### config.mk
export PLATFORM = sky130hd
export DESIGN_NAME = tgpr_cfg_regs
export DESIGN_NICKNAME = d
export VERILOG_FILES = /design/src/rtl/core/tgpr_pkg.sv /design/src/rtl/core/tgpr_cfg_regs.sv
export SDC_FILE = /design/constraint.sdc
export NUM_CORES = 1
export LEC_CHECK = 0
export BUFFER_PORTS_ARGS = -buffer_cell sky130_fd_sc_hd__buf_2
export CAP_MARGIN = 40
export CORE_MARGIN = 2
export CORE_UTILIZATION = 32
export DETAILED_ROUTE_END_ITERATION = 16
export SLEW_MARGIN = 10
export SYNTH_ARGS = -nofsm -noshare
export SYNTH_HDL_FRONTEND = slang
export SYNTH_SLANG_ARGS = --single-unit
export TNS_END_PERCENT = 50
### constraint.sdc
create_clock -name clk -period 2.5 [get_ports clk]
set_input_delay 0.5 -clock clk [delete_from_list [all_inputs] [get_ports clk]]
set_output_delay 0.5 -clock clk [all_outputs]
set_load 0.02 [all_outputs]
### src/rtl/core/tgpr_pkg.sv
`timescale 1ns / 1ps
`default_nettype none
// ----------------------------------------------------------------------------
// tgpr_pkg
// Shared types and constants for the text glyph pixel renderer.
// ----------------------------------------------------------------------------
package tgpr_pkg;

	localparam int CELL = 8;
	localparam logic [7:0] FIRST_CODE = 8'h20;
	localparam logic [7:0] LAST_CODE  = 8'h7E;
	localparam logic [7:0] SUBST_CODE = 8'h3F;

	localparam logic [7:0] WIDTH_RESET  = 8'd160;
	localparam logic [7:0] HEIGHT_RESET = 8'd80;

	typedef enum logic [1:0] {
		OP_LOAD   = 2'd0,
		OP_CURSOR = 2'd1,
		OP_DRAW   = 2'd2
	} op_t;

	typedef enum logic [1:0] {
		REG_SCREEN_WIDTH  = 2'd0,
		REG_SCREEN_HEIGHT = 2'd1,
		REG_COLUMN_OFFSET = 2'd2,
		REG_ROW_OFFSET    = 2'd3
	} cfg_reg_t;

	typedef struct packed {
		logic [7:0] screen_width;
		logic [7:0] screen_height;
		logic [7:0] column_offset;
		logic [7:0] row_offset;
	} cfg_t;

	typedef struct packed {
		logic [8:0]  col;
		logic [8:0]  row;
		logic [15:0] fg;
		logic [15:0] bg;
	} draw_job_t;

endpackage
`default_nettype wire

### src/rtl/core/tgpr_cfg_regs.sv
`timescale 1ns / 1ps
`default_nettype none
// ----------------------------------------------------------------------------
// tgpr_cfg_regs
// APB register file for panel size and window offsets.
// ----------------------------------------------------------------------------
module tgpr_cfg_regs
	import tgpr_pkg::*;
(
	input  wire         clk,
	input  wire         arst_n,
	input  wire         psel,
	input  wire         penable,
	input  wire         pwrite,
	input  wire  [3:0]  paddr,
	input  wire  [31:0] pwdata,
	output logic [31:0] prdata,
	output logic        pready,
	output cfg_t        cfg
);

	cfg_t     cfg_q;
	cfg_reg_t reg_sel;
	logic     wr_en;

	assign pready  = 1'b1;
	assign reg_sel = cfg_reg_t'(paddr[3:2]);
	assign wr_en   = psel & penable & pwrite & pready;
	assign cfg     = cfg_q;

	always_ff @(posedge clk or negedge arst_n) begin
		if (!arst_n) begin
			cfg_q.screen_width  <= WIDTH_RESET;
			cfg_q.screen_height <= HEIGHT_RESET;
			cfg_q.column_offset <= 8'd0;
			cfg_q.row_offset    <= 8'd0;
		end else if (wr_en) begin
			unique case (reg_sel)
				REG_SCREEN_WIDTH:  cfg_q.screen_width  <= pwdata[7:0];
				REG_SCREEN_HEIGHT: cfg_q.screen_height <= pwdata[7:0];
				REG_COLUMN_OFFSET: cfg_q.column_offset <= pwdata[7:0];
				REG_ROW_OFFSET:    cfg_q.row_offset    <= pwdata[7:0];
				default: ;
			endcase
		end
	end

	always_comb begin
		unique case (reg_sel)
			REG_SCREEN_WIDTH:  prdata = {24'd0, cfg_q.screen_width};
			REG_SCREEN_HEIGHT: prdata = {24'd0, cfg_q.screen_height};
			REG_COLUMN_OFFSET: prdata = {24'd0, cfg_q.column_offset};
			REG_ROW_OFFSET:    prdata = {24'd0, cfg_q.row_offset};
			default:           prdata = 32'd0;
		endcase
	end

endmodule
`default_nettype wire

**Yosys cells after proc, flatten, opt, wreduce, memory -nomap -nowiden**

Cells that the tools add are included.

- Reductions and logical operators: 5
- Multiplexer cells: 1
- Eq/ne operators: 3
- Bitwise logic cells: 2

Operator list:

| kind | number |
|---|---|
| one-hot mux 32 bit (4 select lines) | 1 |
| AND reduction 2 bit | 4 |
| equality test 2 bit, second input constant | 2 |
| bitwise AND 1 bit | 2 |
| equality test 2 x 1 -> 1 bit, second input constant | 1 |
| logical NOT 2 bit | 1 |

- Output and inout bits: 65
- Register bits after elaboration: 32
- Logic and storage cells: 15

**Longest topological paths before layout**

- Depth after elaboration: 3
- Gate-level depth with buffers: 4
- Mapped depth without buffers: 3

**Worst setup path after synthesis**

No wires, ideal clock.

- Kind: input to output
- From: input paddr[2]
- To: output prdata[0]
- Buffers on the path: 1
- Stages on the path: 2
- Data required time: 2.000 ns
- Path slack: 0.777 ns
- Data arrival time: 1.223 ns
- Cell sequence: buf_6 -> mux4_2

- Cells in the longest elaborated chain, start to end: 2

Ends and longest elaborated chain:

| item | RTL line | text |
|---|---|---|
| start, declared | tgpr_cfg_regs.sv:15 | `input wire [3:0] paddr,` |
| equality test 2 bit, or another cell as far along | tgpr_cfg_regs.sv:49 | `unique case (reg_sel)` |
| one-hot mux 32 bit (4 select lines) * | tgpr_cfg_regs.sv:49 |  |
| end, declared | tgpr_cfg_regs.sv:17 | `output logic [31:0] prdata,` |

Mark *: on every way between the ends. The rest lies on a longest branch, timed or not. The select of a mux whose other input is x is not followed.

**Final worst setup path**

- From: input paddr[2]
- To: output prdata[1]

Same word-level chain as after synthesis.

==> results.json <==
{
  "status": "complete, no violations",
  "largest_reg_flops": 32,
  "cts_sinks": 32,
  "netlist_instances": 107,
  "met1_usage_pct": 17.25,
  "final_common_cell": "buf_2",
  "total_power_mw": 1.788,
  "globalRouteMet2Util_pct": 21.06,
  "clk_pin_slew_ps": 70,
  "io_pins": 106,
  "rsz0062_at_grt": "no",
  "syn_area_sq_mm": 0.001630,
  "cts_tree": "done",
  "worst-setup-path-type": "in -> out",
  "grt_first_pass_wirelength_um": 5354,
  "setup_viol": 0,
  "tns_ps": 0,
  "nNetsFinal": 204,
  "yosysUniqueCellTypes": 13,
  "clock_skew_ps": 0,
  "antenna_found_initial": 0,
  "hold_path.class": "in -> async",
  "yosysSeqAreaShare_pct": 49.42,
  "drt_wl_total_um": 3479,
  "synth-seq-cells": 32,
  "p_leak_nw": 0.9609,
  "firstDrtPassIters": 4,
  "drt-wirelength-per-cell_um": 15.06,
  "hold_buffers": 0,
  "areaGrowthSynthToFinish_pct": 19.95,
  "relSlewSlack_pct": 52.18,
  "hold_slack_ps": 273.5,
  "vias": 1012,
  "stdcell_area_sq_mm": 0.001956,
  "busiest_layer": "met2",
  "fmax_ghz": 0.4721,
  "via_per_inst": 4.381,
  "cts_buffers": 5,
  "gp_congestion": 0.6348,
  "final_max_slew_viol_count": 0,
  "antenna_left": 0,
  "drc": 0,
  "worstPathRequired_ps": 2000,
  "period_share_pct": 84.72,
  "use_met3_pct": 4.365,
  "ir_worst_vdd_mv": 0.3688,
  "max_cap_viol_count": 0,
  "overflow": 0,
  "cts_root_buffer": "clkbuf_8",
  "synth_area_leader_cell": "dfrtp_1",
  "placed_cells": 223,
  "antennaDiodeCount": 0,
  "worstMarginPinSlew_ps": 717.4,
  "grt_max_degree": 33,
  "drive_above_1_share_pct": 67.07,
  "cp_max_fo": 12,
  "cts_buffer_depth": 2,
  "die_area_sq_mm": 0.005681,
  "initial_core_util_pct": 33.84,
  "drt-initial-drc-count": 25,
  "post_dp_cell_area_sq_mm": 0.001856,
  "ys_warn_count": 0,
  "cts_resized": 0,
  "io_buffers": 54,
  "cp-end-kind": "primary output",
  "layout_common_cells": "buf_2 (54), mux2_2 (32), dfrtp_1 (28), conb_1 (25), mux4_2 (8)",
  "hpwl_um": 2514,
  "syn_avg_cell_area_sq_um": 15.24,
  "core_sq_mm": 0.004817,
  "fin_cells": 231,
  "grt_pass1_vias": 1059,
  "grtUsageTotal_pct": 13.06,
  "die_y_um": 75.38,
  "hold_viol_final": 0,
  "post_cts.repair.setup_buffers": 0,
  "powerDensity_mw_per_mm2": 914.2,
  "htree_levels": 2,
  "worst_setup_path_start_kind": "primary input",
  "std_cell_rows": 25,
  "netlist_top_cells_area": "dfrtp_1 (43%), mux2_2 (22%), buf_4 (12%), mux4_2 (11%), dfstp_2 (6.4%)",
  "clock_latency_ps": 280,
  "netlist.area_leader.share_pct": 42.98,
  "cp.arrival_ps": 1620,
  "die_x_um": 75.38,
  "finalCriticalPeriod_ps": 2118
}
[critical path, stage by stage]
cell and delay, ps:
buf_2 360, mux4_2 570, buf_2 180
[cell type report]
type	instances	area, sq um
Tap cell	67	83.83
Timing Repair Buffer	54	270.3
Fill cell	480	2861
Multi-Input combinational cell	70	695.7
Sequential cell	32	805.8
Clock buffer	8	100.1
[report_power, final]
| part | switching (mW) | internal (mW) | total [mW] | leakage (nW) |
|---|---|---|---|---|
| Combinational | 0.369 | 0.256 | 0.624 | 0.524 |
| Clock | 0.177 | 0.251 | 0.428 | 0.0515 |
| Sequential | 0.0847 | 0.651 | 0.735 | 0.385 |
[stage by stage]
step / util (%) / setup slack (ps)
floorplan: - / 777.1
global placement: 38.52 / 374.3
detailed placement: 38.52 / 364.3
CTS: 40.60 / 367.1
global route: 40.60 / 321.8
finish: 40.60 / 382.0
[per-layer routing]
layer / up-vias / share of wire [%]
li1: 446 / -
met2: 57 / 49
met5: - / 0
met1: 505 / 42
met4: 0 / 0.92
met3: 4 / 7.8
[cell families (layout without fill, tap and decap cells)]
family / Yosys count / after routing / share of synthesized area [%]
DFF: 32 / 32 / 49.42
and+or+nand+nor: 5 / 5 / 3.761
other: 2 / 25 / 0.4606
muxes: 40 / 40 / 33.15
buffers and inverters: 28 / 62 / 13.20
[synthesized netlist by cell type]
master    instances
and3_4            1
and3b_2           1
buf_2             1
buf_4            25
buf_6             2
conb_1            2
dfrtp_1          28
dfstp_2           4
mux2_2           32
mux4_2            8
nand3_2           1
nand3b_2          1
nor3b_4           1
[path summary, 6_finish.rpt]
| check | start | endpoint | slack, ps | depth (start not counted) |
|---|---|---|---|---|
| worst max-delay path | paddr[2] | prdata[1] | 380 | 3 |
| worst min-delay path | arst_n | cfg[10] | 270 | 1 |
| worst max register to register | cfg[2] | cfg[2] | 1700 | 1 |
| worst min register to register | cfg[23] | cfg[23] | 530 | 1 |
| max in group asynchronous | arst_n | cfg[21] | 1760 | 1 |
| min in group clk | pwdata[1] | cfg[9] | 500 | 2 |
(Power assumes the default switching activity.)
