$ cat config.mk
export PLATFORM = sky130hd
export DESIGN_NAME = tgpr_cursor_ctrl
export DESIGN_NICKNAME = d
export VERILOG_FILES = /design/src/rtl/core/tgpr_pkg.sv /design/src/rtl/core/tgpr_cursor_ctrl.sv
export SDC_FILE = /design/constraint.sdc
export NUM_CORES = 1
export LEC_CHECK = 0
export ABC_CLOCK_PERIOD_IN_PS = 4300
export BUFFER_PORTS_ARGS = -buffer_cell sky130_fd_sc_hd__buf_4
export CORE_UTILIZATION = 24
export DETAILED_ROUTE_END_ITERATION = 10
export SETUP_SLACK_MARGIN = 0.02
export SYNTH_ARGS = -nofsm -noshare
export SYNTH_HDL_FRONTEND = slang
export SYNTH_SLANG_ARGS = --single-unit
$ cat constraint.sdc
create_clock -name clk -period 4.3 [get_ports clk]
set_input_delay 0.645 -clock clk [delete_from_list [all_inputs] [get_ports clk]]
set_output_delay 0.645 -clock clk [all_outputs]
set_load 0.005 [all_outputs]
$ cat src/rtl/core/tgpr_pkg.sv
`timescale 1ns / 1ps
`default_nettype none
// ----------------------------------------------------------------------------
// tgpr_pkg
// Shared types and constants for the text glyph pixel renderer.
// ----------------------------------------------------------------------------
package tgpr_pkg;

	localparam int CELL = 8;
	localparam logic [7:0] FIRST_CODE = 8'h20;
	localparam logic [7:0] LAST_CODE  = 8'h7E;
	localparam logic [7:0] SUBST_CODE = 8'h3F;

	localparam logic [7:0] WIDTH_RESET  = 8'd160;
	localparam logic [7:0] HEIGHT_RESET = 8'd80;

	typedef enum logic [1:0] {
		OP_LOAD   = 2'd0,
		OP_CURSOR = 2'd1,
		OP_DRAW   = 2'd2
	} op_t;

	typedef enum logic [1:0] {
		REG_SCREEN_WIDTH  = 2'd0,
		REG_SCREEN_HEIGHT = 2'd1,
		REG_COLUMN_OFFSET = 2'd2,
		REG_ROW_OFFSET    = 2'd3
	} cfg_reg_t;

	typedef struct packed {
		logic [7:0] screen_width;
		logic [7:0] screen_height;
		logic [7:0] column_offset;
		logic [7:0] row_offset;
	} cfg_t;

	typedef struct packed {
		logic [8:0]  col;
		logic [8:0]  row;
		logic [15:0] fg;
		logic [15:0] bg;
	} draw_job_t;

endpackage
`default_nettype wire

$ cat src/rtl/core/tgpr_cursor_ctrl.sv
`timescale 1ns / 1ps
`default_nettype none
// ----------------------------------------------------------------------------
// tgpr_cursor_ctrl
// Cursor and halt state, wrap and bottom tests, draw job setup.
// ----------------------------------------------------------------------------
module tgpr_cursor_ctrl
	import tgpr_pkg::*;
(
	input  wire         clk,
	input  wire         arst_n,
	input  wire         accept,
	input  wire  [1:0]  op,
	input  wire  [7:0]  start_x,
	input  wire  [7:0]  start_y,
	input  wire  [7:0]  char_code,
	input  wire  [15:0] fg_color,
	input  wire  [15:0] bg_color,
	input  cfg_t        cfg,
	output logic        draw_fire,
	output logic [6:0]  glyph_addr,
	output draw_job_t   job
);

	logic [7:0] cursor_col_q;
	logic [7:0] cursor_row_q;
	logic       halted_q;
	logic       is_draw;
	logic       wrap;
	logic       bottom_fail;
	logic [7:0] xd;
	logic [8:0] yd;
	logic [7:0] ch;

	assign is_draw = (op_t'(op) == OP_DRAW);
	assign wrap    = ({1'b0, cursor_col_q} + 9'(CELL)) > {1'b0, cfg.screen_width};
	assign xd      = wrap ? 8'd0 : cursor_col_q;
	assign yd      = wrap ? ({1'b0, cursor_row_q} + 9'(CELL)) : {1'b0, cursor_row_q};
	assign bottom_fail = (yd + 9'(CELL)) > {1'b0, cfg.screen_height};

	assign ch = (char_code < FIRST_CODE || char_code > LAST_CODE) ? SUBST_CODE : char_code;
	assign glyph_addr = 7'(ch - FIRST_CODE);

	assign draw_fire = accept & is_draw & ~halted_q & ~bottom_fail;

	assign job.col = {1'b0, xd} + {1'b0, cfg.column_offset};
	assign job.row = yd + {1'b0, cfg.row_offset};
	assign job.fg  = {fg_color[7:0], fg_color[15:8]};
	assign job.bg  = {bg_color[7:0], bg_color[15:8]};

	always_ff @(posedge clk or negedge arst_n) begin
		if (!arst_n) begin
			cursor_col_q <= 8'd0;
			cursor_row_q <= 8'd0;
			halted_q     <= 1'b0;
		end else if (accept) begin
			unique case (op_t'(op))
				OP_CURSOR: begin
					cursor_col_q <= start_x;
					cursor_row_q <= start_y;
					halted_q     <= 1'b0;
				end
				OP_DRAW: begin
					if (!halted_q) begin
						// halting draw leaves the cursor where it was
						if (bottom_fail) begin
							halted_q <= 1'b1;
						end else begin
							cursor_col_q <= xd + 8'(CELL);
							cursor_row_q <= yd[7:0];
						end
					end
				end
				default: ;
			endcase
		end
	end

endmodule
`default_nettype wire

======== Yosys cells after proc, flatten, opt, wreduce, memory -nomap -nowiden ========
Cells that the tools add are included.
operators by class
  add/subtract/negate cells ............... 7
  multiply operators ...................... 0
  divide/modulo/power cells ............... 0
  order comparisons ....................... 4
  eq/ne operators ......................... 4
  shifts and indexed selects .............. 0
  mux-type cells .......................... 12
  bitwise logic cells ..................... 5
  reductions and logical operators ........ 4
operators by type and width
  operator                                                        count
  2-to-1 mux 8 bit                                                5
  case mux 8 bit (2 select lines)                                 2
  adder 8 x 4 -> 9 bit (second input constant)                    2
  greater-than comparator 9 x 8 -> 1 bit                          2
  adder 8 x 8 -> 9 bit                                            1
  adder 9 x 4 -> 9 bit (second input constant)                    1
  adder 9 x 8 -> 9 bit                                            1
  2-to-1 mux 9 bit                                                1
  adder 8 x 4 -> 8 bit (second input constant)                    1
  greater-than comparator 8 x 7 -> 1 bit (second input constant)  1
  less-than comparator 8 x 6 -> 1 bit (second input constant)     1
  2-to-1 mux 7 bit                                                1
  subtractor 7 x 6 -> 7 bit (second input constant)               1
  inequality test 2 bit (second input constant)                   2
  AND reduction 4 bit                                             1
  bitwise AND 1 bit                                               3
  == test 2 x 1 -> 1 bit (second input constant)                  1
  == test 2 bit (second input constant)                           1
  2-to-1 mux 1 bit                                                2
  inverter 1 bit                                                  2
  case mux 1 bit (2 select lines)                                 1
  AND reduction 2 bit                                             1
  nonzero test 2 bit                                              1
  logical OR 1 bit                                                1
storage, ports and cells
  register bits ........................... 17
  latch bits .............................. 0
  bits in writable memories ............... 0
  ROM bits ................................ 0
  input port bits ......................... 93
  output and inout bits ................... 58
  word-level logic and storage cells ...... 39
  memories ................................ 0

======== Depth between registers and ports, before layout ========
  word-level depth ........................ 8
  gate-level depth with buffers ........... 21
  depth with buffers taken out ............ 20

======== Worst setup path after synthesis ========
Ideal clock, no wire load.
  path type ............................... register to output
  start ................................... register cursor_col_q[4]
  end ..................................... output port draw_fire
  arrival time ............................ 3.719 ns
  required time ........................... 3.655 ns
  path slack .............................. -0.064 ns
  stages on the path, launching flop included .. 18
  path buffers ............................ 0
  cells stage by stage .................... dfrtp_1 ha_1 nand3_1 xnor2_1 ha_1 and3_4 a221oi_2 a21oi_2 nor2_4 mux2_2 ha_1 xor2_1 ha_1 nand4_1 o22ai_1 a21oi_1 o2bb2ai_4 nor3_1
on the way
  word-level cells in the longest chain between the ends .. 7
ends and longest elaborated chain
  element                                 RTL line                text
  from (decl)                             tgpr_cursor_ctrl.sv:25  logic [7:0] cursor_col_q;
  from (signal assigned)                  tgpr_cursor_ctrl.sv:59  cursor_col_q <= start_x;
  from (signal assigned)                  tgpr_cursor_ctrl.sv:69  cursor_col_q <= xd + 8'(CELL);
  adder 8 x 4 -> 9 bit                    tgpr_cursor_ctrl.sv:36  assign wrap = ({1'b0, cursor_col_q} + 9'(CELL)) > {1'b0, cfg.screen_width};
  greater-than comparator 9 x 8 -> 1 bit  tgpr_cursor_ctrl.sv:36
  2-to-1 mux 9 bit                        tgpr_cursor_ctrl.sv:38  assign yd = wrap ? ({1'b0, cursor_row_q} + 9'(CELL)) : {1'b0, cursor_row_q};
  adder 9 x 4 -> 9 bit                    tgpr_cursor_ctrl.sv:39  assign bottom_fail = (yd + 9'(CELL)) > {1'b0, cfg.screen_height};
  greater-than comparator 9 x 8 -> 1 bit  tgpr_cursor_ctrl.sv:39
  inverter 1 bit                          tgpr_cursor_ctrl.sv:44  assign draw_fire = accept & is_draw & ~halted_q & ~bottom_fail;
  bitwise AND 1 bit                       tgpr_cursor_ctrl.sv:44
  to (decl)                               tgpr_cursor_ctrl.sv:20  output logic draw_fire,
No other way between the ends.

======== Final worst setup path ========
Same ends and word-level chain as after synthesis.

==> results.toml <==
[die]
fp.dieH_um = 108
ioPinCount = 151
rows = 38
die_width_um = 108
core_area_mm2 = 0.0109
start_util_pct = 24.8
dieArea_mm2 = 0.0117

[grt]
grt_max_degree = 18
track_usage_pct = 12.7
grt_pass1_vias = 2551
grt_antenna_before_repair = 0
grt_pass1_wl_um = 11900
grt-ovfl-total = 0

[critical_path]
cpPeakStageDelay_ns = 0.41
critical_path_class = "flop to output pin"
arrival_ns = 3.98
slowest_stage = "dfrtp_1"
crit_start = "cursor_col_q[4]"
cp-start-kind = "flop"
r2r_setup_slack_ns = -0.05
timing.rr.end = "cursor_row_q[6]"
critPathMaxFanout = 4
worstSetupEndpointType = "output pin"
cp_cell_sequence = "ha_4 > nand3_2 > xnor2_1 > ha_1 > nand3_2 > a211o_1 > a21oi_4 > nor2_4 > buf_6 > nor2_4 > xor2_4 > nand3_4 > xnor2_2 > ha_1 > nand4_1 > o22ai_2 > a21oi_2 > o2bb2ai_4 > nor3_2 > buf_4"
cp_data_required_time_ns = 3.65
timing.rr.start = "cursor_col_q[4]"
r2r_cells = 23

[synthesis]
synth_fp_nets = 461
synth_ff_type = "dfrtp_1"
synth_area_leader_cell = "ha_1"
yosysSeqAreaShare_pct = 15.7
synth_area_mm2 = 0.00272
syn_area_per_cell_um2 = 8.30
yosysTopAreaCellShare_pct = 18.0
yosys.area_share.simple_pct = 18.2
synthAdderAreaFrac_pct = 19.4
synth-async-reset-ratio_pct = 100
synth.distinct_cells = 58
ys_ff_latch = 17
synth_compound_area_share_pct = 21.5
synth_edf_count = 0
netlist_instances = 327
synth.area.top_cells = "ha_1 (18%), dfrtp_1 (16%), buf_4 (8.8%)"
yosysWarnings = 0
synth_xor_area_share_pct = 7.70
synth_top_family_by_area = "compound AO/OA/AOI/OAI gates"
synthMuxAreaShare_pct = 1.89

[place]
finalWeightedCongestion = 0.792
placed_area_mm2 = 0.00351
dp_cells = 548
port-buffer-count = 86
hpwl_um = 6030

[hold_path]
worstHoldPathType = "input port to async pin"

[layout]
layout-drive-gt1-share_pct = 48.5
fin_util_pct = 37.7
ff_latch_area_um2 = 427
fillers = 1115
fin_cells = 569
stdcell_area_mm2 = 0.00412
multi_input_area_mm2 = 0.00224
area_delta_synth_final_pct = 51.8
antenna_cells = 0
final_nets = 564

[power_and_ir_drop]
p_leak_nw = 2.01
power_frac_seq_pct = 9.8
irDropWorstVdd_mv = 0.250
p_switching_mw = 1.48
pwr-share-comb_pct = 84.5
power_density_mw_per_mm2 = 824
internal_power_mw = 1.92
sw_frac_of_total_pct = 43.5
p_clk_share_pct = 5.7

[route]
wl_per_cell_um = 13.8
drt_wl_total_um = 7870
dr_total_vias = 2651
drc_errors = 0
antenna_left = 0
first_pass_iters = 4
vias_per_cell = 4.66
drt_iter0_markers = 104

[timing]
relSlewSlack_pct = 55.3
hold_slack_ns = 0.263
finalSetupViolations = 15
skew_ns = 0.00363
slew_violations = 0
tightest_slew_ns = 0.671
period_minus_slack_ns = 4.63
max_freq_mhz = 216
worst_slack_ns = -0.326
hold_viol = 0
rsz0062_at_grt = "true"
finalCritPeriodShare_pct = 108

[outcome]
status = "finished, violations left"
violations = "negative setup slack"

[cts]
cts_inserted_buffers = 3
clock_path_buffers = 2
clock-sinks = 17
cts.htree.levels = 1
cts.clk_slew.worst_paths_ns = 0.06
clkLatencyLatePin_ns = 0.25
cts_tree = "yes"
cts_hold_buf = 0
root_buffer = "clkbuf_16"

[job]
maxCapViolations = 0
-- stage by stage --
step	TNS, ns	setup WS, ns	power [mW]
3_3_place_gp	-0.0823	-0.0449	2.42
3_5_place_dp	-0.283	-0.108	2.46
6_report	-1.78	-0.326	3.40
4_1_cts	-1.32	-0.304	3.03
2_1_floorplan	0	0.0236	1.61
5_1_grt	-6.22	-0.581	3.68
-- cell usage in the layout (no fill, tap or decap), types with 4 or more instances in the layout --
master	instances
ha_1	31
nor3_1	5
o21ai_0	10
ha_4	7
o21bai_1	4
xnor2_2	4
a21oi_2	5
a21oi_1	11
buf_4	122
dfrtp_1	16
o21ai_1	5
nand3_1	7
o21ai_2	10
nor2_1	10
and3_1	9
nand2_1	17
mux2i_1	4
xor2_1	6
a21o_1	7
inv_1	34
nand2_2	6
or3_1	6
buf_6	11
xnor2_1	10
-- what timing repair did --
item	CTS	global route
pin swaps	35	38
buffers inserted	9	12
setup endpoints to repair	19	24
gates resized for setup	45	36
-- cell families (layout without fill, tap and decap cells) --
kind of cell               Yosys count  after routing
and+or+nand+nor                     89             89
AOI/OAI and AO/OA                   78             78
buffers and inverters               74            176
adders and majority gates           41             41
xor gates and xnor gates            23             23
DFF                                 17             17
muxes                                5              5
-- power by group through the flow --
stage / clock (mW) / sequential [mW] / combinational, mW
2_1_floorplan: 0 / 0.280 / 1.33
3_3_place_gp: 0 / 0.302 / 2.12
3_5_place_dp: 0 / 0.304 / 2.16
4_1_cts: 0.198 / 0.314 / 2.51
5_1_grt: 0.205 / 0.341 / 3.14
6_report: 0.194 / 0.333 / 2.87
-- how the worst max path moves through the flow --
stage | cells after the start | to | slack (ns)
2_1_floorplan | 17 | draw_fire | 0.02
5_1_grt | 20 | draw_fire | -0.58
3_3_place_gp | 18 | job[49] | -0.04
3_5_place_dp | 18 | job[49] | -0.11
6_report | 20 | draw_fire | -0.33
4_1_cts | 17 | draw_fire | -0.30
-- cells in the mapped netlist (9+ instances only) --
| cell type | n |
|---|---|
| o21ai_0 | 16 |
| dfrtp_1 | 17 |
| nor2_1 | 10 |
| inv_1 | 37 |
| a21oi_1 | 17 |
| nor3_1 | 9 |
| ha_1 | 39 |
| and3_1 | 10 |
| nand2_1 | 19 |
| buf_4 | 32 |
| xnor2_1 | 16 |
| nand3_1 | 10 |
-- sequential cells by signal (all words and copies together) (netlist names) --
name          cells
halted_q          1
cursor_col_q      8
cursor_row_q      8
-- final cells by class --
cell class | instances | area share (%)
inverters | 38 | 3.46
repair buffers | 134 | 25.7
clock inverters | 1 | 0.121
multi-input cells | 236 | 54.3
well taps | 140 | 4.25
flip-flops and latches | 17 | 10.4
clock buffers | 3 | 1.82
-- per-layer routing --
metal | global-route usage [%] | up-vias | share of wire (%)
met5 | 0 | - | 0
met4 | 2.90 | 0 | 0.83
met1 | 16.0 | 1262 | 42
met2 | 22.3 | 66 | 51
li1 | - | 1315 | -
met3 | 2.29 | 8 | 6.1
-- worst max-delay path, delay by kind of cell (launching register included) --
family	cells	cell delay (ns)
xor gates and xnor gates	3	0.52
buffers and inverters	2	0.30
DFF	1	0.41
adders and majority gates	3	0.82
AOI/OAI and AO/OA	5	0.93
and+or+nand+nor	7	0.75
(Power assumes the default switching activity.)
