**src/rtl/core/tgpr_pkg.sv**
```systemverilog
`timescale 1ns / 1ps
`default_nettype none
// ----------------------------------------------------------------------------
// tgpr_pkg
// Shared types and constants for the text glyph pixel renderer.
// ----------------------------------------------------------------------------
package tgpr_pkg;

	localparam int CELL = 8;
	localparam logic [7:0] FIRST_CODE = 8'h20;
	localparam logic [7:0] LAST_CODE  = 8'h7E;
	localparam logic [7:0] SUBST_CODE = 8'h3F;

	localparam logic [7:0] WIDTH_RESET  = 8'd160;
	localparam logic [7:0] HEIGHT_RESET = 8'd80;

	typedef enum logic [1:0] {
		OP_LOAD   = 2'd0,
		OP_CURSOR = 2'd1,
		OP_DRAW   = 2'd2
	} op_t;

	typedef enum logic [1:0] {
		REG_SCREEN_WIDTH  = 2'd0,
		REG_SCREEN_HEIGHT = 2'd1,
		REG_COLUMN_OFFSET = 2'd2,
		REG_ROW_OFFSET    = 2'd3
	} cfg_reg_t;

	typedef struct packed {
		logic [7:0] screen_width;
		logic [7:0] screen_height;
		logic [7:0] column_offset;
		logic [7:0] row_offset;
	} cfg_t;

	typedef struct packed {
		logic [8:0]  col;
		logic [8:0]  row;
		logic [15:0] fg;
		logic [15:0] bg;
	} draw_job_t;

endpackage
`default_nettype wire

```
**src/rtl/core/tgpr_pixel_ser.sv**
```systemverilog
`timescale 1ns / 1ps
`default_nettype none
// ----------------------------------------------------------------------------
// tgpr_pixel_ser
// Holds one pending draw job and streams the 64 pixels of the active cell.
// ----------------------------------------------------------------------------
module tgpr_pixel_ser
	import tgpr_pkg::*;
(
	input  wire         clk,
	input  wire         arst_n,
	input  wire         job_valid,
	input  draw_job_t   job,
	input  wire  [63:0] glyph,
	output logic        job_stall,
	input  wire         out_stall,
	output logic        out_valid,
	output logic [8:0]  window_col,
	output logic [8:0]  window_row,
	output logic [5:0]  pixel_index,
	output logic [15:0] pixel_word,
	output logic        last
);

	logic        valid_s1;
	draw_job_t   job_s1;
	logic        busy_q;
	draw_job_t   job_q;
	logic [63:0] glyph_q;
	logic [5:0]  cnt_q;
	logic        pix_acc;
	logic        move;

	assign last      = &cnt_q;
	assign pix_acc   = busy_q & ~out_stall;
	// pending job enters when the serializer is idle or as the last pixel of the current cell leaves
	assign move      = valid_s1 & (~busy_q | (pix_acc & last));
	assign job_stall = valid_s1 & ~move;

	always_ff @(posedge clk or negedge arst_n) begin
		if (!arst_n) begin
			valid_s1 <= 1'b0;
			busy_q   <= 1'b0;
			cnt_q    <= 6'd0;
		end else begin
			if (job_valid) begin
				valid_s1 <= 1'b1;
			end else if (move) begin
				valid_s1 <= 1'b0;
			end
			if (move) begin
				busy_q <= 1'b1;
				cnt_q  <= 6'd0;
			end else if (pix_acc) begin
				if (last) begin
					busy_q <= 1'b0;
				end
				cnt_q <= cnt_q + 6'd1;
			end
		end
	end

	always_ff @(posedge clk) begin
		if (job_valid) begin
			job_s1 <= job;
		end
		if (move) begin
			job_q   <= job_s1;
			glyph_q <= glyph;
		end else if (pix_acc) begin
			glyph_q <= glyph_q >> 1;
		end
	end

	assign out_valid   = busy_q;
	assign window_col  = job_q.col;
	assign window_row  = job_q.row;
	assign pixel_index = cnt_q;
	assign pixel_word  = glyph_q[0] ? job_q.fg : job_q.bg;

`ifndef SYNTHESIS
	a_idle_after_last: assert property (@(posedge clk) disable iff (!arst_n)
		(pix_acc && last && !valid_s1) |=> !busy_q)
		else $error("serializer stays busy after last pixel with no pending job");
	a_count_step: assert property (@(posedge clk) disable iff (!arst_n)
		(pix_acc && !last) |=> (cnt_q == $past(cnt_q) + 6'd1))
		else $error("pixel count did not advance");
	a_load_start: assert property (@(posedge clk) disable iff (!arst_n)
		move |=> (busy_q && cnt_q == 6'd0))
		else $error("new cell did not start at pixel zero");
`endif

endmodule
`default_nettype wire

```
**config.mk**
```make
export PLATFORM = sky130hd
export DESIGN_NAME = tgpr_pixel_ser
export DESIGN_NICKNAME = d
export VERILOG_FILES = /design/src/rtl/core/tgpr_pkg.sv /design/src/rtl/core/tgpr_pixel_ser.sv
export SDC_FILE = /design/constraint.sdc
export NUM_CORES = 1
export LEC_CHECK = 0
export BUFFER_PORTS_ARGS = -buffer_cell sky130_fd_sc_hd__buf_2
export CELL_PAD_IN_SITES_DETAIL_PLACEMENT = 0
export CELL_PAD_IN_SITES_GLOBAL_PLACEMENT = 1
export CORE_ASPECT_RATIO = 0.9
export CORE_MARGIN = 3
export CORE_UTILIZATION = 45
export DETAILED_ROUTE_END_ITERATION = 8
export HOLD_SLACK_MARGIN = 0.08
export PLACE_DENSITY = 0.89
export SLEW_MARGIN = 20
export SYNTH_ARGS = -nofsm -noshare
export SYNTH_HDL_FRONTEND = slang
export SYNTH_SLANG_ARGS = --single-unit
export TNS_END_PERCENT = 30
```
**constraint.sdc**
```tcl
create_clock -name clk -period 2.9 [get_ports clk]
set_input_delay 0 -clock clk [delete_from_list [all_inputs] [get_ports clk]]
set_output_delay 0 -clock clk [all_outputs]
set_load 0.005 [all_outputs]
```
## Word-level counts from Yosys, hierarchy flattened

Index checks and enable logic that the tools add are counted.

| storage, ports and cells | value |
|---|---|
| output and inout bits | 43 |
| logic and storage cells | 36 |
| ROM bits | 0 |
| memories | 0 |
| register bits after elaboration | 172 |
| bits in writable memories | 0 |
| bits in latches | 0 |

| cells by class | value |
|---|---|
| equal/unequal tests | 0 |
| divide/modulo/power cells | 0 |
| shift operators | 0 |
| $add $sub $neg | 1 |
| reduce and logical (&&, ||, !) cells | 5 |
| mux-type cells | 10 |
| magnitude comparators | 0 |
| multiply operators | 0 |
| bitwise gates (word level) | 8 |

Operators by type and width:

| cell | number |
|---|---|
| $mux W64 | 2 |
| $mux W16 | 1 |
| $mux W6 | 2 |
| $add A6 B1 Y6 const B | 1 |
| $reduce_and A6 Y1 | 1 |
| $reduce_bool A2 Y1 | 3 |
| $mux W1 | 5 |
| $and A1 B1 Y1 | 4 |
| $not A1 Y1 | 3 |
| $reduce_and A2 Y1 | 1 |
| $or A1 B1 Y1 | 1 |

## Logic depth before layout (Yosys ltp)

Gate-level depths: netlist (run 1).

| depth | value |
|---|---|
| depth in word-level cells | 7 |
| mapped depth | 6 |
| mapped depth without buffers | 4 |

## Least setup slack after synthesis (run 1)

Ideal clock, no wire load.

| timing | value |
|---|---|
| kind | register to register |
| from | register valid_s1 |
| to | register glyph_q[0], enable pin |
| data required time | 2.467 ns |
| setup slack | 0.229 ns |
| path buffers | 0 |
| cell stages (with the launch flop) | 3 |
| arrival | 2.238 ns |
| setup time | 0.433 ns |
| path through | dfrtp_1 > nor2b_1 > nand2b_1 |

| on the way | value |
|---|---|
| cells in the longest elaborated chain, start to end | 2 |

RTL lines:

| element | RTL line | RTL |
|---|---|---|
| start: declaration | tgpr_pixel_ser.sv:25 | `logic valid_s1;` |
| start signal: assignment | tgpr_pixel_ser.sv:42 | `valid_s1 <= 1'b0;` |
| start signal: assignment | tgpr_pixel_ser.sv:47 | `valid_s1 <= 1'b1;` |
| start signal: assignment | tgpr_pixel_ser.sv:49 | `valid_s1 <= 1'b0;` |
| $and A1 B1 Y1 | tgpr_pixel_ser.sv:37 | `assign move = valid_s1 & (~busy_q \| (pix_acc & last));` |
| $reduce_bool A2 Y1 (no source line) | - |  |
| end signal: assignment | tgpr_pixel_ser.sv:69 | `glyph_q <= glyph;` |
| end signal: assignment | tgpr_pixel_ser.sv:71 | `glyph_q <= glyph_q >> 1;` |
| end: declaration | tgpr_pixel_ser.sv:29 | `logic [63:0] glyph_q;` |

Every way passes these cells.
A chain may end at the register's enable or synchronous reset.

## Worst setup path in the final report (run 1)

| timing | value |
|---|---|
| from | register cnt_q[0] (netlist: pixel_index[0]) |
| to | register glyph_q[6] (data pin) |

| on the way | value |
|---|---|
| cells in the longest elaborated chain, start to end | 5 |

RTL lines:

| element | RTL line | RTL |
|---|---|---|
| start: declaration | tgpr_pixel_ser.sv:30 | `logic [5:0] cnt_q;` |
| start signal: assignment | tgpr_pixel_ser.sv:58 | `cnt_q <= cnt_q + 6'd1;` |
| $reduce_and A6 Y1 | tgpr_pixel_ser.sv:34 | `assign last = &cnt_q;` |
| $and A1 B1 Y1 | tgpr_pixel_ser.sv:37 |  |
| $or A1 B1 Y1 | tgpr_pixel_ser.sv:37 |  |
| $and A1 B1 Y1 | tgpr_pixel_ser.sv:37 |  |
| $mux W64 | tgpr_pixel_ser.sv:67 | `if (move) begin` |

Every way passes these cells.

==> metrics.md, run 1 <==
| Metric | Value |
|---|---|
| Status | complete, no violations |
| Yosys cell types | 32 |
| Cell Area, Placed | 7460 µm² |
| Post-route ant nets | 0 |
| Via density | 4.79 |
| Wire per inst | 17.7 µm |
| Global-route usage over all layers | 18.4% |
| P&R area growth vs syn | 40.0% |
| #FFs+latches synth | 172 |
| Share of layout cells above drive strength 1 | 46.2% |
| Most frequent cells in the layout | edfxtp_1, buf_2, dlygate4sd3_1 |
| Worst-path clk slew | 0.07 ns |
| DP Cell Count | 644 |
| Worst EP arrival | 2.35 ns |
| Worst-path fanout max | 63 |
| Worst setup endpoint | glyph_q[6]$_DFFE_PP_ |
| Req. time, crit path | 3.06 ns |
| CTS tree | built |
| Number of global-route vias before repair | 4,131 |
| Ys flop type | edfxtp_1 |
| Seq/Total Area, Yosys | 77.7% |
| Initial antenna violation count | 0 |
| Nets | 706 |
| CTS-repair resized insts | 0 |
| Core area | 14,200 µm² |
| RSZ-0062 raised after global routing | no |
| Post-Syn Instances | 317 |
| Startpoint class of the critical path | flip-flop |
| Switching Fraction | 22.0% |
| RePlAce Congestion | 0.797 |
| Routed WL | 14,100 µm |
| H-Tree Depth | 4 |
| Max VDD drop | 0.619 mV |
| Psw | 1.26 mW |
| Hold Vio Cnt, Final | 0 |
| CTS max path bufs | 2 |
| TritonCTS Buffers | 17 |
| Chip height | 121 µm |
| Count of final setup violators | 0 |
| Worst hold path class | input pin to flip-flop |
| Worst-margin pin slew | 0.830 ns |
| Ant diodes | 0 |
| Final Skew | 0.0184 ns |
| R2R Setup Slk | 0.72 ns |
| Worst setup EP type | flip-flop |
| Tcrit/Tclk final | 75.3% |
| Hold slack final | 0.131 ns |
| Worst reg2reg path endpoint | glyph_q[6]$_DFFE_PP_ |
| Clk root buf | clkbuf_16 |
| Static Leak | 3.56 nW |
| Setup_tns | 0 ns |
| Worst reg2reg path startpoint | pixel_index[0]$_DFFE_PN0P_ |
| Leading cell type in the layout, fill and taps excluded | edfxtp_1 |
| Power density over the cells | 620 nW/µm² |
| Register share of total power | 51.9% |
| Rows | 41 |
| EDFF count, synth | 164 |
| Post-route minimum period | 2.18 ns |
| # DRC | 0 |
| Clock network power share | 40.3% |
| Maxcap violations | 0 |
| Syn nets | 436 |
| Port bufs | 160 |
| Hpwl dp | 7620 µm |
| Post-CTS Setup Inserts | 0 |
| Slew Limit Fails | 0 |
| Die area | 16,200 µm² |
| DR pass1 iterations | 6 |
| Max frequency | 458 MHz |
| FF-to-FF path depth | 5 |
| First-pass GRT wire length | 22,200 µm |
| Synth warn | 0 |
| Internal power | 4.47 mW |
| Comb pwr share | 7.8% |
| Global route overflow | 0 |
| Largest net degree at the start of global routing | 65 |
| Clock latency on the worst-skew pair | 0.43 ns |
| Syn avg cell area | 20.8 µm² |
| Hold buffer count at CTS | 117 |
| TritonCTS Sinks | 172 |
| Syn Std Cell Area | 6600 µm² |
| Post-route design area | 9240 µm² |
| Crit. Startpoint | pixel_index[0]$_DFFE_PN0P_ |
| Initial core utilization | 46.6% |
| Async set or reset register ratio after synthesis | 4.65% |
| Rel. slew slack | 44.7% |
| Ports | 161 |
| Die Width | 134 µm |
| Vias | 3,795 |
| Initial DRC count | 186 |
| Non-filler cells, final | 793 |
| Critical path type | flip-flop to flip-flop |
-- cell usage after synthesis (2+ instances only) --
cell | count | area (µm²)
mux2_4 | 26 | 390
mux2_2 | 53 | 597
nand2b_1 | 3 | 18.8
o21ai_0 | 3 | 15.0
a21oi_1 | 2 | 10.0
edfxtp_1 | 164 | 4920
dfrtp_1 | 8 | 200
o31ai_1 | 3 | 22.5
buf_8 | 2 | 30.0
and2_1 | 3 | 18.8
buf_2 | 2 | 10.0
a21o_1 | 2 | 15.0
nand3_1 | 2 | 10.0
and3_1 | 2 | 12.5
xnor2_1 | 2 | 17.5
nand2_1 | 2 | 7.51
buf_4 | 21 | 158
buf_6 | 2 | 22.5
inv_1 | 2 | 7.51
-- cell type report --
| class | count | area (µm²) |
|---|---|---|
| clock buffer | 17 | 425 |
| multi-input combinational | 114 | 1240 |
| clock inverter | 15 | 174 |
| tap | 193 | 241 |
| fill | 931 | 4920 |
| timing repair buffer | 280 | 2020 |
| sequential | 172 | 5120 |
| inverter | 2 | 7.51 |
-- critical path, cell delays in order, from the launching register on --
cell and delay (ns):
dfrtp_1 0.42, ha_1 0.23, and4_4 0.27, a41o_4 0.26, buf_12 0.31, mux2_2 0.39
-- metal layers --
metal  global-route usage, %  wire [µm]
met5                       0          0
met4                    5.59        194
met2                    29.2       6750
met1                    24.2       6150
met3                    6.30        976
-- worst min path at each step --
stage / start / to / slack (ns) / cells past startpoint
2_1_floorplan: arst_n / out_valid$_DFFE_PN0P_ / -0.30 / 0
3_3_place_gp: arst_n / pixel_index[0]$_DFFE_PN0P_ / -0.15 / 1
3_5_place_dp: arst_n / pixel_index[0]$_DFFE_PN0P_ / -0.14 / 1
4_1_cts: job[47] / job_s1[47]$_DFFE_PP_ / 0.25 / 2
5_1_grt: job_valid / job_s1[33]$_DFFE_PP_ / 0.15 / 1
6_report: job_valid / job_s1[7]$_DFFE_PP_ / 0.13 / 1
-- flip-flops by register name, indices dropped and copies added, names as in the netlist --
name / count
valid_s1: 1
out_valid: 1
job_s1: 50
glyph_q: 64
pixel_index: 6
job_q: 32
window_col: 9
window_row: 9
-- cell families after synthesis --
group / share of synthesized area (%)
flops: 77.7
mux: 15.0
buf+inv: 3.57
simple gates: 1.80
compound gates: 1.54
xor+xnor: 0.266
fa+ha+maj: 0.190
-- metrics by stage --
stage / worst slack (ns) / power [mW] / utilization (%)
4_1_cts: 0.729 / 5.77 / 65.2
2_1_floorplan: 0.229 / 3.15 / -
5_1_grt: 0.625 / 5.94 / 65.2
6_report: 0.717 / 5.72 / 65.2
3_5_place_dp: 0.726 / 3.34 / 52.7
3_3_place_gp: 0.852 / 3.31 / 52.7
-- power by group through the flow --
stage	Sequential [mW]	Clock, mW	Combinational (mW)
after global placement	3.01	0	0.297
final	2.97	2.31	0.447
after CTS	2.97	2.36	0.439
after global routing	2.99	2.47	0.485
after floorplan	2.98	0	0.167
after detailed placement	3.02	0	0.315
(Power assumes the default switching activity.)
==> run 2: changes to the inputs <==
- clock period: 2.9 -> 2.24 ns (I/O delays scaled with it)
==> run 2 against run 1 <==
Hold slack better by 0.14 ns. Total power up 29%. Global-route usage up 0.52 points. Register-to-register slack worse by 0.56 ns. Highest routed layer unchanged. Sequential share of layout area down 0.18 points. Clock skew down 0.0068 ns. Final area up 0.33%. Routed wire length up 2.4%. Clock-buffer cell count up 2.
==> metrics.md, run 2 (synthesis gave the netlist of run 1 again) <==
| Metric | Value |
|---|---|
| Vias | 3,801 |
| Rel. slew slack | 59.0% |
| # DRC | 0 |
| Number of global-route vias before repair | 4,101 |
| Leading cell type in the layout, fill and taps excluded | edfxtp_1 |
| Register share of total power | 52.1% |
| Crit. Startpoint | pixel_index[0]$_DFFE_PN0P_ |
| Clock latency on the worst-skew pair | 0.43 ns |
| Ports | 161 |
| Comb pwr share | 8.0% |
| TritonCTS Buffers | 17 |
| Largest regs | glyph_q x64, job_s1 x50, job_q x32 |
| P&R area growth vs syn | 40.4% |
| Worst reg2reg path startpoint | pixel_index[0]$_DFFE_PN0P_ |
| Req. time, crit path | 2.29 ns |
| FF-to-FF path depth | 4 |
| Clock network power share | 39.9% |
| CTS max path bufs | 2 |
| Wire per inst | 18.1 µm |
| Count of final setup violators | 0 |
| Rows | 41 |
| Status | complete, no violations |
| Initial antenna violation count | 0 |
| Switching Fraction | 21.6% |
| Internal power | 5.78 mW |
| Post-route design area | 9270 µm² |
| Die area | 16,200 µm² |
| Setup_tns | 0 ns |
| Worst hold path class | input pin to flip-flop |
| CTS-repair resized insts | 0 |
| Final Skew | 0.0116 ns |
| GR Util met3 | 7.38% |
| Worst-path fanout max | 50 |
| Clk root buf | clkbuf_16 |
| Post-route minimum period | 2.08 ns |
| Most Crowded Layer GR | met2 |
| DR pass1 iterations | 6 |
| Global-route usage over all layers | 18.9% |
| RSZ-0062 raised after global routing | no |
| Tcrit/Tclk final | 92.9% |
| Cell Area, Placed | 7500 µm² |
| Worst-path clk slew | 0.07 ns |
| Most frequent cells in the layout | edfxtp_1, buf_2, dlygate4sd3_1 |
| Global route overflow | 0 |
| RePlAce Congestion | 0.758 |
| Max reg flops | 64 |
| Ant diodes | 0 |
| Via density | 4.77 |
| Largest net degree at the start of global routing | 65 |
| Maxcap violations | 0 |
| Place WS | 0.193 ns |
| Met1 global-route usage | 23.8% |
| Routed WL | 14,400 µm |
| H-Tree Depth | 4 |
| Non-filler cells, final | 797 |
| Post-route ant nets | 0 |
| Max VDD drop | 0.703 mV |
| PnR worst setup slack | 0.158 ns |
| Hold Path Cell Cnt | 2 |
| Hold Vio Cnt, Final | 0 |
| Static Leak | 3.57 nW |
| Psw | 1.59 mW |
| Initial core utilization | 46.6% |
| Initial DRC count | 222 |
| Slew Limit Fails | 0 |
| Worst-margin pin slew | 0.615 ns |
| Share of layout cells above drive strength 1 | 46.0% |
| Hpwl dp | 7410 µm |
| Biggest register | glyph_q |
| Critical path type | flip-flop to flip-flop |
| Worst setup EP type | flip-flop |
| DP Cell Count | 647 |
| Chip height | 121 µm |
| Hold_sp | job[15] |
| Die Width | 134 µm |
| Port bufs | 160 |
| Nets | 710 |
| Core area | 14,200 µm² |
| TritonCTS Sinks | 172 |
| Max frequency | 480 MHz |
| M2 GR Usage | 30.5% |
| Power density over the cells | 795 nW/µm² |
| CTS tree | built |
| Startpoint class of the critical path | flip-flop |
| Worst EP arrival | 2.14 ns |
| First-pass GRT wire length | 22,700 µm |
==> run 2: timing repair <==
item                      CTS  global route
hold endpoints to repair  134             0
setup buffers               0             0
hold buffers              118             0
==> run 2: per-layer routing <==
layer	part of all wire, %	wire [µm]
met5	0	0
met4	1.1	154
met3	9.5	1370
met2	47	6820
met1	42	6060
==> run 2: worst max-delay path, stage by stage, from the launching register on <==
cell and delay, ns:
dfrtp_1 0.41, ha_1 0.24, and4_4 0.27, a41o_4 0.26, buf_4 0.52
==> run 2: power by group through the flow <==
stage | clock network, mW | registers (mW) | logic (mW)
final | 2.94 | 3.84 | 0.589
after global routing | 3.14 | 3.86 | 0.639
after global placement | 0 | 3.89 | 0.397
after detailed placement | 0 | 3.90 | 0.415
after CTS | 2.98 | 3.83 | 0.578
after floorplan | 0 | 3.86 | 0.216
==> run 2: final cells by class <==
class / instances / area, µm²
Sequential cell: 172 / 5120
Fill cell: 938 / 4890
Timing Repair Buffer: 284 / 2060
Multi-Input combinational cell: 114 / 1240
Clock buffer: 19 / 433
Tap cell: 193 / 241
Clock inverter: 13 / 154
Inverter: 2 / 7.51
==> run 2: metrics by stage <==
step | power, mW | utilization (%) | hold slack (ns)
CTS | 7.40 | 65.4 | 0.256
finish | 7.37 | 65.4 | 0.273
global route | 7.64 | 65.4 | 0.272
global placement | 4.29 | 53.0 | -0.154
floorplan | 4.08 | - | -0.296
detailed placement | 4.32 | 53.0 | -0.148
==> run 2: worst paths after layout <==
| check | to | slack [ns] |
|---|---|---|
| min in group asynchronous | pixel_index[4]$_DFFE_PN0P_ | 0.56 |
| min | job_s1[15]$_DFFE_PP_ | 0.27 |
| max | job_q[26]$_DFFE_PP_ | 0.16 |
| max in group asynchronous | pixel_index[2]$_DFFE_PN0P_ | 1.39 |
| min reg2reg | job_q[4]$_DFFE_PP_ | 0.42 |
| max reg2reg | job_q[26]$_DFFE_PP_ | 0.16 |
==> run 3: changes to the inputs <==
- ABC_AREA: default -> 1
- CORE_UTILIZATION: 45 -> 43
- PLACE_DENSITY: 0.89 -> 0.9
- SLEW_MARGIN: 20 -> default
==> run 3 against run 2 <==
First-iteration DRC count up 58%. Final area grew 0.86%. Core utilization shrank 2.6 points. Hold slack worse by 0.029 ns. Via count rose by 17%. Non-clock buffer count is 5 higher. Global-route usage is 1.4 points lower. Cell count is 19% higher. Register-to-register slack gained 0.15 ns. Sequential power up 2%. Critical path type is now flip-flop to primary output. Critical endpoint is now job_stall. Highest routed layer unchanged.
==> metrics.md, run 3 <==
| Metric | Value |
|---|---|
| M2 GR Usage | 30.5% |
| Count of final setup violators | 0 |
| Clk root buf | clkbuf_16 |
| Rows | 42 |
| Post-CTS Setup Inserts | 0 |
| Synth warn | 0 |
| FF-to-FF path depth | 9 |
| Critical path type | flip-flop to primary output |
| Port bufs | 160 |
| Most frequent cells in the layout | edfxtp_1, buf_2, nand2_1 |
| Worst-path fanout max | 29 |
| Max frequency | 513 MHz |
| Number of global-route vias before repair | 4,480 |
| Non-filler cells, final | 949 |
| Core area | 14,900 µm² |
| Maxcap violations | 0 |
| Leading cell type in the layout, fill and taps excluded | edfxtp_1 |
| Power density over the cells | 843 nW/µm² |
| Initial antenna violation count | 0 |
| Yosys top cell area share | 74.4% |
| Worst setup EP type | primary output |
| First-pass GRT wire length | 22,200 µm |
| Max VDD drop | 0.539 mV |
| Ys flop type | edfxtp_1 |
| Biggest register | glyph_q |
| Worst EP arrival | 1.95 ns |
| Leading area contributor after synthesis | edfxtp_1 |
| R2R Setup Slk | 0.31 ns |
| RePlAce Congestion | 0.798 |
| Clock latency on the worst-skew pair | 0.42 ns |
| Ant diodes | 0 |
| Post-synth top cells | edfxtp_1, nand2_1, nand3_1 |
| Status | complete, no violations |
| Post-route ant nets | 0 |
| TritonCTS Buffers | 17 |
| Worst hold path class | input pin to flip-flop |
| Initial core utilization | 44.5% |
| H-Tree Depth | 4 |
| Nets | 857 |
| Chip height | 124 µm |
| CTS max path bufs | 2 |
| Cell Area, Placed | 7540 µm² |
| Most Crowded Layer GR | met2 |
| Syn nets | 590 |
| GR Util met3 | 5.01% |
| DR pass1 iterations | 5 |
| Final Skew | 0.00919 ns |
| CTS-repair resized insts | 0 |
| RSZ-0062 raised after global routing | no |
| Syn avg cell area | 14.1 µm² |
| Max reg flops | 64 |
| Via density | 4.70 |
| Met1 global-route usage | 20.8% |
| Ranking of synthesized cells by area | edfxtp_1, nand2_1, nand3_1, dfrtp_1, mux2_2 |
| TritonCTS Sinks | 172 |
| Wire per inst | 15.5 µm |
| DP Cell Count | 800 |
| Fillers | 1,093 |
| Worst-path clk slew | 0.06 ns |
| Tcrit/Tclk final | 87.0% |
| Rel. slew slack | 56.6% |
| Seq/Total Area, Yosys | 77.4% |
| # DRC | 0 |
| Initial DRC count | 351 |
| Hold Vio Cnt, Final | 0 |
| Most numerous cell in the Yosys netlist | edfxtp_1 |
| Post-Syn Instances | 471 |
| EDFF count, synth | 164 |
| Post-route minimum period | 1.95 ns |
| Hpwl dp | 8720 µm |
| Worst reg2reg path endpoint | glyph_q[30]$_DFFE_PP_ |
| #FFs+latches synth | 172 |
| Ports | 161 |
| Syn Std Cell Area | 6620 µm² |
| Routed WL | 14,700 µm |
| P&R area growth vs syn | 41.2% |
| Worst reg2reg path startpoint | pixel_index[0]$_DFFE_PN0P_ |
| Startpoint class of the critical path | flip-flop |
| Largest regs | glyph_q x64, job_s1 x50, job_q x32 |
| Worst setup endpoint | job_stall |
| Worst-margin pin slew | 0.650 ns |
| Die Width | 137 µm |
| Share of layout cells above drive strength 1 | 29.6% |
| Global route overflow | 0 |
| Largest net degree at the start of global routing | 57 |
| Post-route design area | 9350 µm² |
| Crit. Startpoint | pixel_index[0]$_DFFE_PN0P_ |
| Async set or reset register ratio after synthesis | 4.65% |
| Setup_tns | 0 ns |
| Slew Limit Fails | 0 |
| Die area | 16,900 µm² |
| Static Leak | 3.90 nW |
| Global-route usage over all layers | 17.5% |
| Req. time, crit path | 2.24 ns |
| CTS tree | built |
| Yosys cell types | 19 |
| Vias | 4,456 |
run 3: cell count changes in the layout (fill, tap and decap cells not counted), moves of 3 or more:
cell,delta
nand2_2,+4
nor2_1,+11
bufinv_16,+3
inv_1,+8
o31ai_1,-3
buf_4,+5
mux2_2,-37
and2_1,-3
nand3_1,+64
mux2_4,-26
inv_6,-4
nand2_1,+138
run 3: stage by stage:
step	total power, mW	worst slack, ns	utilization (%)	hold WS, ns
3_3_place_gp	4.60	0.425	50.7	-0.147
5_1_grt	8.18	0.145	62.8	0.261
6_report	7.88	0.290	62.8	0.243
2_1_floorplan	4.32	0.00758	-	-0.296
3_5_place_dp	4.64	0.342	50.7	-0.141
4_1_cts	7.93	0.260	62.8	0.243
run 3: timing repair:
item                                    CTS  global route
hold buffers                            117             0
endpoints found under the setup margin    0             0
hold endpoints to repair                127             0
run 3: logic make-up after synthesis:
family / after synthesis / synth area share, %
and+or+nand+nor: 225 / 14.1
DFF: 172 / 77.4
buffers and inverters: 51 / 4.93
muxes: 16 / 2.72
AOI/OAI and AO/OA: 5 / 0.454
xor gates and xnor gates: 1 / 0.132
adders and majority gates: 1 / 0.189
run 3: cell type report:
class	instances	area, µm²	share of cell area [%]
flip-flops and latches	172	5130	54.9
repair buffers	289	2110	22.6
multi-input cells	248	1190	12.7
clock buffers	21	440	4.71
well taps	198	248	2.65
clock inverters	11	190	2.04
inverters	10	37.5	0.402
run 3: metal layers:
metal	share of wire, %	vias to the layer above
met5	0	-
met4	2.6	0
met3	3.9	30
met2	54	136
met1	40	2122
li1	-	2168
run 3: where the power goes:
| part | internal (mW) | switching, mW | leakage, nW |
|---|---|---|---|
| Combinational | 0.412 | 0.394 | 1.95 |
| Clock | 1.98 | 1.16 | 0.303 |
| Sequential | 3.82 | 0.115 | 1.65 |
| Total | 6.21 | 1.66 | 3.90 |
run 3: critical path, cell delays in order, from the launching register on:
cell and delay [ns]:
dfrtp_1 0.41, ha_1 0.18, nand2_1 0.10, nor2_2 0.16, nand2_2 0.10, nand2_2 0.10, buf_4 0.29, nor2_1 0.06
buf_2 0.13
run 3: worst min-delay path by stage:
stage	startpoint	end	cells past startpoint
floorplan	arst_n	out_valid$_DFFE_PN0P_	0
global placement	arst_n	pixel_index[4]$_DFFE_PN0P_	1
detailed placement	arst_n	pixel_index[2]$_DFFE_PN0P_	1
CTS	job_valid	job_s1[48]$_DFFE_PP_	2
global route	job_valid	job_s1[49]$_DFFE_PP_	2
finish	job_valid	job_s1[49]$_DFFE_PP_	2
